--- src/hw/rtl/rsp_pkg.sv ---
package rsp_pkg;

    // Payload store size, default for the top level
    localparam int BUFFER_BYTES_DEF = 512;

    // Result queue depth in result groups
    localparam int QUEUE_DEPTH = 4;

    localparam int BYTE_W  = 8;
    localparam int INDEX_W = 9;
    localparam int LEN_W   = 9;
    localparam int KIND_W  = 2;
    localparam int OFF_W   = 2;
    localparam int DIGIT_W = 5;

    localparam logic [BYTE_W-1:0]  CHAR_START = 8'h24;   // '$'
    localparam logic [BYTE_W-1:0]  CHAR_END   = 8'h23;   // '#'
    localparam logic [BYTE_W-1:0]  CHAR_ESC   = 8'h7D;   // '}'
    localparam logic [BYTE_W-1:0]  CHAR_ACK   = 8'h2B;   // '+'
    localparam logic [BYTE_W-1:0]  CHAR_NAK   = 8'h2D;   // '-'
    localparam logic [BYTE_W-1:0]  CHAR_SEP   = 8'h3A;   // ':'
    localparam logic [BYTE_W-1:0]  ESC_MASK   = 8'h20;
    localparam logic [DIGIT_W-1:0] DIGIT_BAD  = 5'h1F;
    localparam logic [OFF_W-1:0]   OFFSET_ID  = 2'd3;

    typedef enum logic [0:0] {
        OP_RX   = 1'b0,
        OP_READ = 1'b1
    } opcode_e;

    typedef enum logic [KIND_W-1:0] {
        KIND_CHAR  = 2'd0,
        KIND_READY = 2'd1,
        KIND_READ  = 2'd2
    } kind_e;

    typedef enum logic [4:0] {
        PH_HUNT  = 5'b00001,
        PH_DATA  = 5'b00010,
        PH_ESC   = 5'b00100,
        PH_SUMHI = 5'b01000,
        PH_SUMLO = 5'b10000
    } phase_e;

    // One group of results caused by one request
    typedef enum logic [1:0] {
        GRP_READ   = 2'd0,
        GRP_NAK    = 2'd1,
        GRP_ACK    = 2'd2,
        GRP_ACK_ID = 2'd3
    } grp_e;

    typedef struct packed {
        grp_e              gtype;
        logic [BYTE_W-1:0] data;
        logic [BYTE_W-1:0] id0;
        logic [BYTE_W-1:0] id1;
        logic [LEN_W-1:0]  length;
    } grp_t;

    function automatic logic [DIGIT_W-1:0] digit_value(input logic [BYTE_W-1:0] c);
        logic [DIGIT_W-1:0] v;
        if (c >= 8'h61 && c <= 8'h66) begin
            v = DIGIT_W'(c - 8'h57);
        end
        else if (c >= 8'h30 && c <= 8'h39) begin
            v = DIGIT_W'(c - 8'h30);
        end
        else if (c >= 8'h41 && c <= 8'h46) begin
            v = DIGIT_W'(c - 8'h37);
        end
        else begin
            v = DIGIT_BAD;
        end
        return v;
    endfunction

endpackage

--- src/hw/rtl/rsp_if.sv ---
interface rsp_in_if;
    import rsp_pkg::*;

    logic               valid;
    logic               ready;
    logic [0:0]         opcode;
    logic [BYTE_W-1:0]  rx_byte;
    logic [INDEX_W-1:0] read_index;

    modport source (output valid, output opcode, output rx_byte, output read_index,
                    input ready);
    modport sink   (input valid, input opcode, input rx_byte, input read_index,
                    output ready);
endinterface

interface rsp_out_if;
    import rsp_pkg::*;

    logic              valid;
    logic              ready;
    logic [KIND_W-1:0] kind;
    logic [BYTE_W-1:0] data_byte;
    logic [OFF_W-1:0]  payload_offset;
    logic [LEN_W-1:0]  payload_length;
    logic              last;

    modport source (output valid, output kind, output data_byte, output payload_offset,
                    output payload_length, output last, input ready);
    modport sink   (input valid, input kind, input data_byte, input payload_offset,
                    input payload_length, input last, output ready);
endinterface

--- src/hw/rtl/rsp_frame_ctl.sv ---
module rsp_frame_ctl #(
    parameter int BUFFER_BYTES = rsp_pkg::BUFFER_BYTES_DEF
) (
    input  logic                        clk,
    input  logic                        rst_n,
    input  logic                        fire,
    input  logic [0:0]                  opcode,
    input  logic [rsp_pkg::BYTE_W-1:0]  rx_byte,
    input  logic [rsp_pkg::INDEX_W-1:0] read_index,
    output logic                        grp_valid,
    output rsp_pkg::grp_t               grp
);
    import rsp_pkg::*;

    localparam int AW = $clog2(BUFFER_BYTES);
    localparam int CW = ((AW > INDEX_W) ? AW : INDEX_W) + 1;
    localparam logic [AW-1:0] FULL_AT = AW'(BUFFER_BYTES - 1);

    logic [BYTE_W-1:0] store_mem [BUFFER_BYTES];

    phase_e             phase_reg, phase_next;
    logic [BYTE_W-1:0]  sum_reg, sum_next;
    logic [AW-1:0]      count_reg, count_next;
    logic [DIGIT_W-1:0] high_reg, high_next;
    logic [BYTE_W-1:0]  id0_reg, id1_reg, id2_reg;

    logic               wr_en;
    logic [BYTE_W-1:0]  wr_byte;
    logic [AW-1:0]      count_inc;
    logic [DIGIT_W-1:0] lo_digit;
    logic [BYTE_W-1:0]  hi_part, lo_part, got_sum;
    logic               is_rx, is_read, in_range;

    logic               grp_valid_reg, grp_valid_next;
    grp_t               grp_reg, grp_next;
    logic               in_range_reg;
    logic [BYTE_W-1:0]  rd_data_reg;

    assign is_rx     = fire && (opcode == OP_RX);
    assign is_read   = fire && (opcode == OP_READ);
    assign in_range  = CW'(read_index) < CW'(BUFFER_BYTES);
    assign count_inc = count_reg + AW'(1);
    assign lo_digit  = digit_value(rx_byte);
    assign hi_part   = (high_reg == DIGIT_BAD) ? 8'hF0 : {high_reg[3:0], 4'h0};
    assign lo_part   = (lo_digit == DIGIT_BAD) ? 8'hFF : {3'b000, lo_digit};
    assign got_sum   = hi_part + lo_part;

    always_comb
    begin
        phase_next     = phase_reg;
        sum_next       = sum_reg;
        count_next     = count_reg;
        high_next      = high_reg;
        wr_en          = 1'b0;
        wr_byte        = rx_byte;
        grp_valid_next = is_read;
        grp_next       = '{gtype: GRP_READ, data: '0, id0: id0_reg, id1: id1_reg,
                           length: '0};
        if (is_rx)
        begin
            unique case (phase_reg)
                PH_HUNT:
                begin
                    if (rx_byte == CHAR_START)
                    begin
                        phase_next = PH_DATA;
                        sum_next   = '0;
                        count_next = '0;
                    end
                end
                PH_DATA:
                begin
                    if (rx_byte == CHAR_START)
                    begin
                        sum_next   = '0;
                        count_next = '0;
                    end
                    else if (rx_byte == CHAR_END)
                    begin
                        phase_next = PH_SUMHI;
                    end
                    else
                    begin
                        sum_next = sum_reg + rx_byte;
                        if (rx_byte == CHAR_ESC)
                        begin
                            phase_next = PH_ESC;
                        end
                        else
                        begin
                            wr_en = 1'b1;
                        end
                    end
                end
                PH_ESC:
                begin
                    sum_next = sum_reg + rx_byte;
                    wr_byte  = rx_byte ^ ESC_MASK;
                    wr_en    = 1'b1;
                end
                PH_SUMHI:
                begin
                    high_next  = lo_digit;
                    phase_next = PH_SUMLO;
                end
                PH_SUMLO:
                begin
                    phase_next     = PH_HUNT;
                    grp_valid_next = 1'b1;
                    if (got_sum != sum_reg)
                    begin
                        grp_next.gtype = GRP_NAK;
                    end
                    else if (count_reg >= AW'(3) && id2_reg == CHAR_SEP)
                    begin
                        grp_next.gtype  = GRP_ACK_ID;
                        grp_next.length = LEN_W'(count_reg - AW'(3));
                    end
                    else
                    begin
                        grp_next.gtype  = GRP_ACK;
                        grp_next.length = LEN_W'(count_reg);
                    end
                end
                default:
                begin
                    phase_next = PH_HUNT;
                end
            endcase
            // Drop the packet once the store is one short of full
            if (wr_en)
            begin
                if (count_inc == FULL_AT)
                begin
                    phase_next = PH_HUNT;
                    count_next = '0;
                    sum_next   = '0;
                end
                else
                begin
                    phase_next = PH_DATA;
                    count_next = count_inc;
                end
            end
        end
    end

    always_ff @(posedge clk or negedge rst_n)
    begin
        if (!rst_n)
        begin
            phase_reg     <= PH_HUNT;
            sum_reg       <= '0;
            count_reg     <= '0;
            high_reg      <= '0;
            grp_valid_reg <= 1'b0;
        end
        else
        begin
            phase_reg     <= phase_next;
            sum_reg       <= sum_next;
            count_reg     <= count_next;
            high_reg      <= high_next;
            grp_valid_reg <= grp_valid_next;
        end
    end

    // Payload store and the id shadow of its first three bytes
    always_ff @(posedge clk)
    begin
        if (wr_en)
        begin
            store_mem[count_reg] <= wr_byte;
            if (count_reg == AW'(0))
            begin
                id0_reg <= wr_byte;
            end
            if (count_reg == AW'(1))
            begin
                id1_reg <= wr_byte;
            end
            if (count_reg == AW'(2))
            begin
                id2_reg <= wr_byte;
            end
        end
        if (is_read)
        begin
            rd_data_reg  <= store_mem[AW'(read_index)];
            in_range_reg <= in_range;
        end
        grp_reg <= grp_next;
    end

    always_comb
    begin
        grp = grp_reg;
        if (grp_reg.gtype == GRP_READ)
        begin
            grp.data = in_range_reg ? rd_data_reg : '0;
        end
    end

    assign grp_valid = grp_valid_reg;

    a_count_bound: assert property (@(posedge clk) disable iff (!rst_n)
        count_reg < FULL_AT)
        else $error("fill count reached the drop limit");

    a_check_result: assert property (@(posedge clk) disable iff (!rst_n)
        (is_rx && phase_reg == PH_SUMLO) |=> (grp_valid && grp.gtype != GRP_READ))
        else $error("checksum byte gave no reply group");

    a_read_result: assert property (@(posedge clk) disable iff (!rst_n)
        is_read |=> (grp_valid && grp.gtype == GRP_READ))
        else $error("read request gave no read group");

endmodule

--- src/hw/rtl/rsp_result_queue.sv ---
module rsp_result_queue (
    input  logic                       clk,
    input  logic                       rst_n,
    input  logic                       push,
    input  rsp_pkg::grp_t              push_grp,
    output logic                       room,
    output logic                       out_valid,
    input  logic                       out_ready,
    output logic [rsp_pkg::KIND_W-1:0] out_kind,
    output logic [rsp_pkg::BYTE_W-1:0] out_data,
    output logic [rsp_pkg::OFF_W-1:0]  out_offset,
    output logic [rsp_pkg::LEN_W-1:0]  out_length,
    output logic                       out_last
);
    import rsp_pkg::*;

    localparam int PW = $clog2(QUEUE_DEPTH);
    localparam int NW = $clog2(QUEUE_DEPTH + 1);

    grp_t          qbuf_reg [QUEUE_DEPTH];
    logic [PW-1:0] wr_ptr_reg, wr_ptr_next;
    logic [PW-1:0] rd_ptr_reg, rd_ptr_next;
    logic [NW-1:0] count_reg, count_next;
    logic [1:0]    beat_reg, beat_next;
    grp_t          head;
    logic          pop, fire;

    assign head      = qbuf_reg[rd_ptr_reg];
    assign out_valid = (count_reg != '0);
    assign fire      = out_valid && out_ready;
    assign pop       = fire && out_last;

    // One slot is held back for the group that may be in flight
    assign room = (count_reg + NW'(push)) < NW'(QUEUE_DEPTH);

    always_comb
    begin
        out_kind   = KIND_CHAR;
        out_data   = '0;
        out_offset = '0;
        out_length = '0;
        out_last   = 1'b1;
        case (head.gtype)
            GRP_READ:
            begin
                out_kind = KIND_READ;
                out_data = head.data;
            end
            GRP_NAK:
            begin
                out_data = CHAR_NAK;
            end
            GRP_ACK:
            begin
                if (beat_reg == 2'd0)
                begin
                    out_data = CHAR_ACK;
                    out_last = 1'b0;
                end
                else
                begin
                    out_kind   = KIND_READY;
                    out_length = head.length;
                end
            end
            default:
            begin
                out_last = 1'b0;
                case (beat_reg)
                    2'd0: out_data = CHAR_ACK;
                    2'd1: out_data = head.id0;
                    2'd2: out_data = head.id1;
                    default:
                    begin
                        out_kind   = KIND_READY;
                        out_offset = OFFSET_ID;
                        out_length = head.length;
                        out_last   = 1'b1;
                    end
                endcase
            end
        endcase
    end

    always_comb
    begin
        wr_ptr_next = wr_ptr_reg;
        rd_ptr_next = rd_ptr_reg;
        beat_next   = beat_reg;
        if (push)
        begin
            wr_ptr_next = (wr_ptr_reg == PW'(QUEUE_DEPTH - 1)) ? '0 : wr_ptr_reg + PW'(1);
        end
        if (pop)
        begin
            rd_ptr_next = (rd_ptr_reg == PW'(QUEUE_DEPTH - 1)) ? '0 : rd_ptr_reg + PW'(1);
            beat_next   = '0;
        end
        else if (fire)
        begin
            beat_next = beat_reg + 2'd1;
        end
        count_next = count_reg + NW'(push) - NW'(pop);
    end

    always_ff @(posedge clk or negedge rst_n)
    begin
        if (!rst_n)
        begin
            wr_ptr_reg <= '0;
            rd_ptr_reg <= '0;
            count_reg  <= '0;
            beat_reg   <= '0;
        end
        else
        begin
            wr_ptr_reg <= wr_ptr_next;
            rd_ptr_reg <= rd_ptr_next;
            count_reg  <= count_next;
            beat_reg   <= beat_next;
        end
    end

    always_ff @(posedge clk)
    begin
        if (push)
        begin
            qbuf_reg[wr_ptr_reg] <= push_grp;
        end
    end

    a_no_overflow: assert property (@(posedge clk) disable iff (!rst_n)
        push |-> (count_reg < NW'(QUEUE_DEPTH)))
        else $error("result queue overflow");

    a_beat_restart: assert property (@(posedge clk) disable iff (!rst_n)
        pop |=> (beat_reg == 2'd0))
        else $error("beat counter not cleared after group");

    a_hold_result: assert property (@(posedge clk) disable iff (!rst_n)
        (out_valid && !out_ready) |=>
            (out_valid && $stable({out_kind, out_data, out_offset, out_length, out_last})))
        else $error("waiting result changed before it was taken");

endmodule

--- src/hw/rtl/rsp_packet_receiver.sv ---
// Channel   Dir  Payload                                             Accept
// inbound   in   opcode, rx_byte, read_index                         valid && ready
// outbound  out  kind, data_byte, payload_offset, payload_length,    valid && ready
//                last
//
// One request per cycle is taken while the result queue has room. A received
// byte updates the frame state in the cycle it is taken; a read returns its
// byte via the registered store read and the queue. A checksum byte queues
// a reply group of one, two or four results, sent one per cycle while outbound
// is ready. Reset clears the frame state and the queue; the payload store is
// not cleared. A stalled outbound drops inbound ready with one of four slots free.
module rsp_packet_receiver #(
    parameter int BUFFER_BYTES = rsp_pkg::BUFFER_BYTES_DEF
) (
    input  logic      clk,
    input  logic      rst_n,
    rsp_in_if.sink    inbound,
    rsp_out_if.source outbound
);
    import rsp_pkg::*;

    logic in_fire;
    logic grp_valid;
    grp_t grp;
    logic room;

    // Hold ready low while the queue has no slot beyond the group in flight
    assign inbound.ready = room;
    assign in_fire       = inbound.valid && inbound.ready;

    // Parse framing, keep the checksum, and write or read the payload store
    rsp_frame_ctl #(
        .BUFFER_BYTES (BUFFER_BYTES)
    ) u_frame (
        .clk        (clk),
        .rst_n      (rst_n),
        .fire       (in_fire),
        .opcode     (inbound.opcode),
        .rx_byte    (inbound.rx_byte),
        .read_index (inbound.read_index),
        .grp_valid  (grp_valid),
        .grp        (grp)
    );

    // Queue reply groups and advance them out one result at a time
    rsp_result_queue u_queue (
        .clk        (clk),
        .rst_n      (rst_n),
        .push       (grp_valid),
        .push_grp   (grp),
        .room       (room),
        .out_valid  (outbound.valid),
        .out_ready  (outbound.ready),
        .out_kind   (outbound.kind),
        .out_data   (outbound.data_byte),
        .out_offset (outbound.payload_offset),
        .out_length (outbound.payload_length),
        .out_last   (outbound.last)
    );

endmodule
--- src/flat_wrapper.sv ---
// flat-port wrapper written by rule: the top's interface ports become plain ports
module rsp_packet_receiver_flat import rsp_pkg::*;
#(
    parameter int BUFFER_BYTES = rsp_pkg::BUFFER_BYTES_DEF
)
  (clk, rst_n, inbound_valid, inbound_opcode, inbound_rx_byte, inbound_read_index, inbound_ready, outbound_valid, outbound_kind, outbound_data_byte, outbound_payload_offset, outbound_payload_length, outbound_last, outbound_ready);
  rsp_in_if inbound_i ();
  rsp_out_if outbound_i ();
  input  logic clk;
  input  logic rst_n;
  input wire logic [$bits(inbound_i.valid)-1:0] inbound_valid;
  input wire logic [$bits(inbound_i.opcode)-1:0] inbound_opcode;
  input wire logic [$bits(inbound_i.rx_byte)-1:0] inbound_rx_byte;
  input wire logic [$bits(inbound_i.read_index)-1:0] inbound_read_index;
  output wire logic [$bits(inbound_i.ready)-1:0] inbound_ready;
  output wire logic [$bits(outbound_i.valid)-1:0] outbound_valid;
  output wire logic [$bits(outbound_i.kind)-1:0] outbound_kind;
  output wire logic [$bits(outbound_i.data_byte)-1:0] outbound_data_byte;
  output wire logic [$bits(outbound_i.payload_offset)-1:0] outbound_payload_offset;
  output wire logic [$bits(outbound_i.payload_length)-1:0] outbound_payload_length;
  output wire logic [$bits(outbound_i.last)-1:0] outbound_last;
  input wire logic [$bits(outbound_i.ready)-1:0] outbound_ready;
  assign inbound_i.valid = inbound_valid;
  assign inbound_i.opcode = inbound_opcode;
  assign inbound_i.rx_byte = inbound_rx_byte;
  assign inbound_i.read_index = inbound_read_index;
  assign inbound_ready = inbound_i.ready;
  assign outbound_valid = outbound_i.valid;
  assign outbound_kind = outbound_i.kind;
  assign outbound_data_byte = outbound_i.data_byte;
  assign outbound_payload_offset = outbound_i.payload_offset;
  assign outbound_payload_length = outbound_i.payload_length;
  assign outbound_last = outbound_i.last;
  assign outbound_i.ready = outbound_ready;
  rsp_packet_receiver #(.BUFFER_BYTES(BUFFER_BYTES)) u_core (.clk(clk), .rst_n(rst_n), .inbound(inbound_i), .outbound(outbound_i));
endmodule
--- config.mk ---
export PLATFORM = sky130hd
export DESIGN_NAME = rsp_packet_receiver_flat
export DESIGN_NICKNAME = d
export VERILOG_FILES = /design/src/hw/rtl/rsp_pkg.sv /design/src/hw/rtl/rsp_if.sv /design/src/hw/rtl/rsp_frame_ctl.sv /design/src/hw/rtl/rsp_result_queue.sv /design/src/hw/rtl/rsp_packet_receiver.sv /design/src/flat_wrapper.sv
export SDC_FILE = /design/constraint.sdc
export NUM_CORES = 2
export LEC_CHECK = 0
export ABC_AREA = 0
export ABC_CLOCK_PERIOD_IN_PS = 50800
export BUFFER_PORTS_ARGS = -buffer_cell sky130_fd_sc_hd__buf_4
export CAP_MARGIN = 20
export CORE_UTILIZATION = 56
export CTS_BUF_LIST = sky130_fd_sc_hd__clkbuf_8
export CTS_CLUSTER_SIZE = 10
export DETAILED_ROUTE_END_ITERATION = 10
export PLACE_DENSITY = 0.82
export SKIP_LAST_GASP = 1
export SLEW_MARGIN = 25
export SYNTH_ARGS = -nofsm -noshare
export SYNTH_HDL_FRONTEND = slang
export SYNTH_HIERARCHICAL = 1
export SYNTH_MEMORY_MAX_BITS = 65536
export SYNTH_SLANG_ARGS = --single-unit
--- constraint.sdc ---
create_clock -name clk -period 50.8 [get_ports clk]
set_input_delay 10.16 -clock clk [delete_from_list [all_inputs] [get_ports clk]]
set_output_delay 10.16 -clock clk [all_outputs]
set_load 0.03 [all_outputs]
==> impl_metrics.py <==
metrics = {
    "timing": {
        "period_share": 0.301,
        "timing.clock.skew_ps": 112,
        "post-route-min-period_ps": 15290,
        "maxSlewHeadroom": 0.219,
        "slew_viol_final": 0,
        "worst_slew_pin_slew_ps": 1170,
        "postLayoutSetupSlackWorst_ps": 35510,
        "final-setup-viol-count": 0,
        "setup-tns-final_ps": 0,
        "maxClockFrequency_mhz": 65.4,
        "hold_viol": 0,
        "rsz_0062_raised_after_global_routing": "false",
    },
    "finish": {
        "layout-drive-gt1-share": 0.253,
        "final_net_count": 8151,
        "layout.cells.most_common_list": "sky130_fd_sc_hd__edfxtp_1, sky130_fd_sc_hd__mux4_2, sky130_fd_sc_hd__clkbuf_8, sky130_fd_sc_hd__nor2_1, sky130_fd_sc_hd__inv_1",
        "finalCoreUtilization": 0.619,
        "num-fill-cells": 18582,
        "multi_input_comb_area_mm2": 0.0360,
        "layout.area.seq_mm2": 0.130,
        "layout_commonest_cell": "sky130_fd_sc_hd__edfxtp_1",
        "largest_register_ff_count": 4096,
        "area.growth.synth_to_final_pct": 9.59,
    },
    "detailed_routing": {
        "post_detailed_route_drc_marker_count": 0,
        "drtIter0Drc": 12637,
        "ant_nets": 0,
        "detail_route.first_pass.iterations": 8,
        "via_count": 84203,
        "drt_wl_total_um": 395000,
        "route.detailed.wl_per_inst_um": 31.4,
        "route.detailed.vias_per_inst": 6.69,
    },
    "grt": {
        "track_usage": 0.260,
        "largest_net_degree_at_the_start_of_global_routing": 221,
        "grt_pass1_vias": 84435,
        "number_of_antenna_violations_at_the_first_check_in_global_routing": 22,
        "grt_pass1_wl_um": 572000,
        "grt_overflow_total": 0,
    },
    "pwr": {
        "total_power_mw": 7.04,
        "static_leak_nw": 57.5,
        "power.density_cell_area_mw_per_mm2": 38.2,
        "irDropWorstVdd_uv": 29.6,
    },
    "logic_synthesis": {
        "postSynth.topFlopCell": "sky130_fd_sc_hd__edfxtp_1",
        "synth.ff_latch_count": 4331,
        "synth-edff-count": 4268,
        "synthDistinctLibCells": 74,
        "synthesis.nets": 7797,
        "seq_area_frac_synth": 0.771,
        "yosys_warnings": 6,
        "post_synth_inst_count": 7741,
        "synthDominantAreaCellType": "sky130_fd_sc_hd__edfxtp_1",
        "async_set_reset_flop_share_out_of_synthesis": 0.00831,
        "biggest_area_contributors_in_the_synthesized_netlist": "sky130_fd_sc_hd__edfxtp_1, sky130_fd_sc_hd__mux4_2, sky130_fd_sc_hd__nor2_1",
        "synth_top_area_frac": 0.762,
        "syn-mean-instance-area_um2": 21.7,
        "syn-cell-area_mm2": 0.168,
    },
    "cts": {
        "ctsHtreeMaxLevel": 6,
        "number_of_buffers_created_by_cts": 644,
        "cts.clk_slew.worst_paths_ps": 60,
        "ctsLongestPathBuffers": 4,
        "tritoncts": "yes",
        "cts_setup_buffers": 0,
        "post_cts_hold_buffer_count": 0,
        "worst_skew_pair.late_latency_ps": 1230,
        "cts.sink_count": 4331,
        "clockRootBuffer": "sky130_fd_sc_hd__clkbuf_8",
        "ctsResizeCount": 0,
    },
    "die": {
        "num_rows": 200,
        "core_mm2": 0.298,
        "ios": 46,
        "die_h_um": 550,
        "initial_utilization": 0.565,
        "area_of_the_die_mm2": 0.302,
        "die_w_um": 550,
    },
    "critical_path": {
        "start_kind": "primary input",
        "cp.arrival_ps": 16230,
        "regToRegSetupSlack_ps": 45880,
        "critical_path_class": "in -> reg",
        "timing.rr.start": "u_core/u_frame/grp_valid$_DFF_PN0_",
        "worst-endpoint-required_ps": 51740,
        "critPathMaxFanout": 86,
        "r2r.worst_path.cells": 10,
        "crit-reg2reg-capture": "u_core/u_frame/store_mem[185][3]$_DFFE_PP_",
        "endpoint_kind": "flip-flop",
    },
    "placed_design": {
        "buffer_ports.inserted": 45,
        "place_ws_ps": 34160,
        "globalplace.congestion": 0.838,
        "dp_hpwl_um": 233000,
    },
    "worst_hold_path": {
        "hold_path_class": "reg -> reg",
        "worstHoldEndpoint": "u_core/u_frame/grp[22]$_DFF_P_",
        "beginning_of_the_worst_hold_path": "u_core/u_frame/id0_reg[5]$_DFFE_PP_",
        "holdPathStages": 0,
    },
    "flow_run": {
        "timing.max_cap.violations": 0,
    },
    "outcome": {
        "outcome": "finished, final reports clean",
    },
}
[cell type report]
type,count,area share
Inverter,25,0.000509
Sequential cell,4331,0.703
Antenna cell,49,0.000665
Tap cell,3939,0.0267
Clock inverter,501,0.0148
Clock buffer,651,0.0486
Multi-Input combinational cell,2896,0.195
Timing Repair Buffer,197,0.00991
[how the worst max path moves through the flow]
stage / start / to / slack [ps] / cells after the start
after detailed placement: inbound_read_index[0] / u_core/u_frame/rd_data_reg[5]$_DFFE_PP_ / 34160 / 12
after global routing: inbound_read_index[0] / u_core/u_frame/rd_data_reg[2]$_DFFE_PP_ / 35080 / 12
after global placement: inbound_read_index[0] / u_core/u_frame/rd_data_reg[2]$_DFFE_PP_ / 34170 / 12
after CTS: inbound_read_index[0] / u_core/u_frame/rd_data_reg[5]$_DFFE_PP_ / 35380 / 12
final: inbound_read_index[0] / u_core/u_frame/rd_data_reg[2]$_DFFE_PP_ / 35510 / 12
after floorplan: inbound_valid / u_core/u_frame/id0_reg[5]$_DFFE_PP_ / 24330 / 4
[cells by family (layout without fill, tap and decap cells)]
family / count (synthesis) / after routing / share of synthesized area
buf+inv: 514 / 1374 / 0.0159
other cells: 0 / 49 / 0
xor+xnor: 28 / 28 / 0.00146
fa+ha+maj: 34 / 34 / 0.00262
compound gates: 606 / 606 / 0.0270
simple gates: 858 / 858 / 0.0215
flops: 4331 / 4331 / 0.771
mux: 1370 / 1370 / 0.161
[synth_stat cells (all sizes together), types with 19 or more instances]
cell type	number
mux2	99
a221oi	92
o221ai	94
a22oi	27
nor2	584
clkbuf	180
o21ai	133
buf	309
mux2i	216
inv	25
ha	32
edfxtp	4268
o2bb2ai	35
a21oi	44
dfrtp	35
and2	20
o22a	72
dfxtp	27
nand3	36
xnor2	22
mux4	1055
nand2	111
nor2b	19
o22ai	27
[layer usage]
| layer | vias to the layer above | part of all wire | routed length, µm | GRT usage |
|---|---|---|---|---|
| met4 | 10 | 0.046 | 18200 | 0.115 |
| met2 | 6529 | 0.48 | 190000 | 0.408 |
| met3 | 956 | 0.13 | 49900 | 0.0652 |
| li1 | 33391 | - | - | - |
| met5 | - | 0.00014 | 55 | 0 |
| met1 | 43317 | 0.35 | 137000 | 0.350 |
[through the flow]
stage,hold slack [ps],cells,cell area [µm²]
finish,325,12589,184000
global route,322,12546,184000
CTS,319,12537,184000
detailed placement,329,11385,172000
global placement,325,11382,172000
floorplan,323,7741,168000
[power breakdown]
| group | internal, mW | switching, mW | leakage [nW] |
|---|---|---|---|
| sequential | 3.95 | 0.0170 | 39.1 |
| clock | 1.26 | 1.33 | 6.73 |
| combinational | 0.179 | 0.309 | 11.7 |
| total | 5.39 | 1.66 | 57.5 |
[worst max-delay path, cell delays in order]
cell                       delay [ps]
sky130_fd_sc_hd__buf_16           390
sky130_fd_sc_hd__buf_4            730
sky130_fd_sc_hd__buf_4            660
sky130_fd_sc_hd__buf_4            870
sky130_fd_sc_hd__buf_4            800
sky130_fd_sc_hd__mux4_2           620
sky130_fd_sc_hd__mux2_2           270
sky130_fd_sc_hd__o221ai_1         350
sky130_fd_sc_hd__a221oi_1         130
sky130_fd_sc_hd__nor4_1           490
sky130_fd_sc_hd__a22oi_1          210
sky130_fd_sc_hd__and3_1           240
Power figures use the tool's default switching activity.
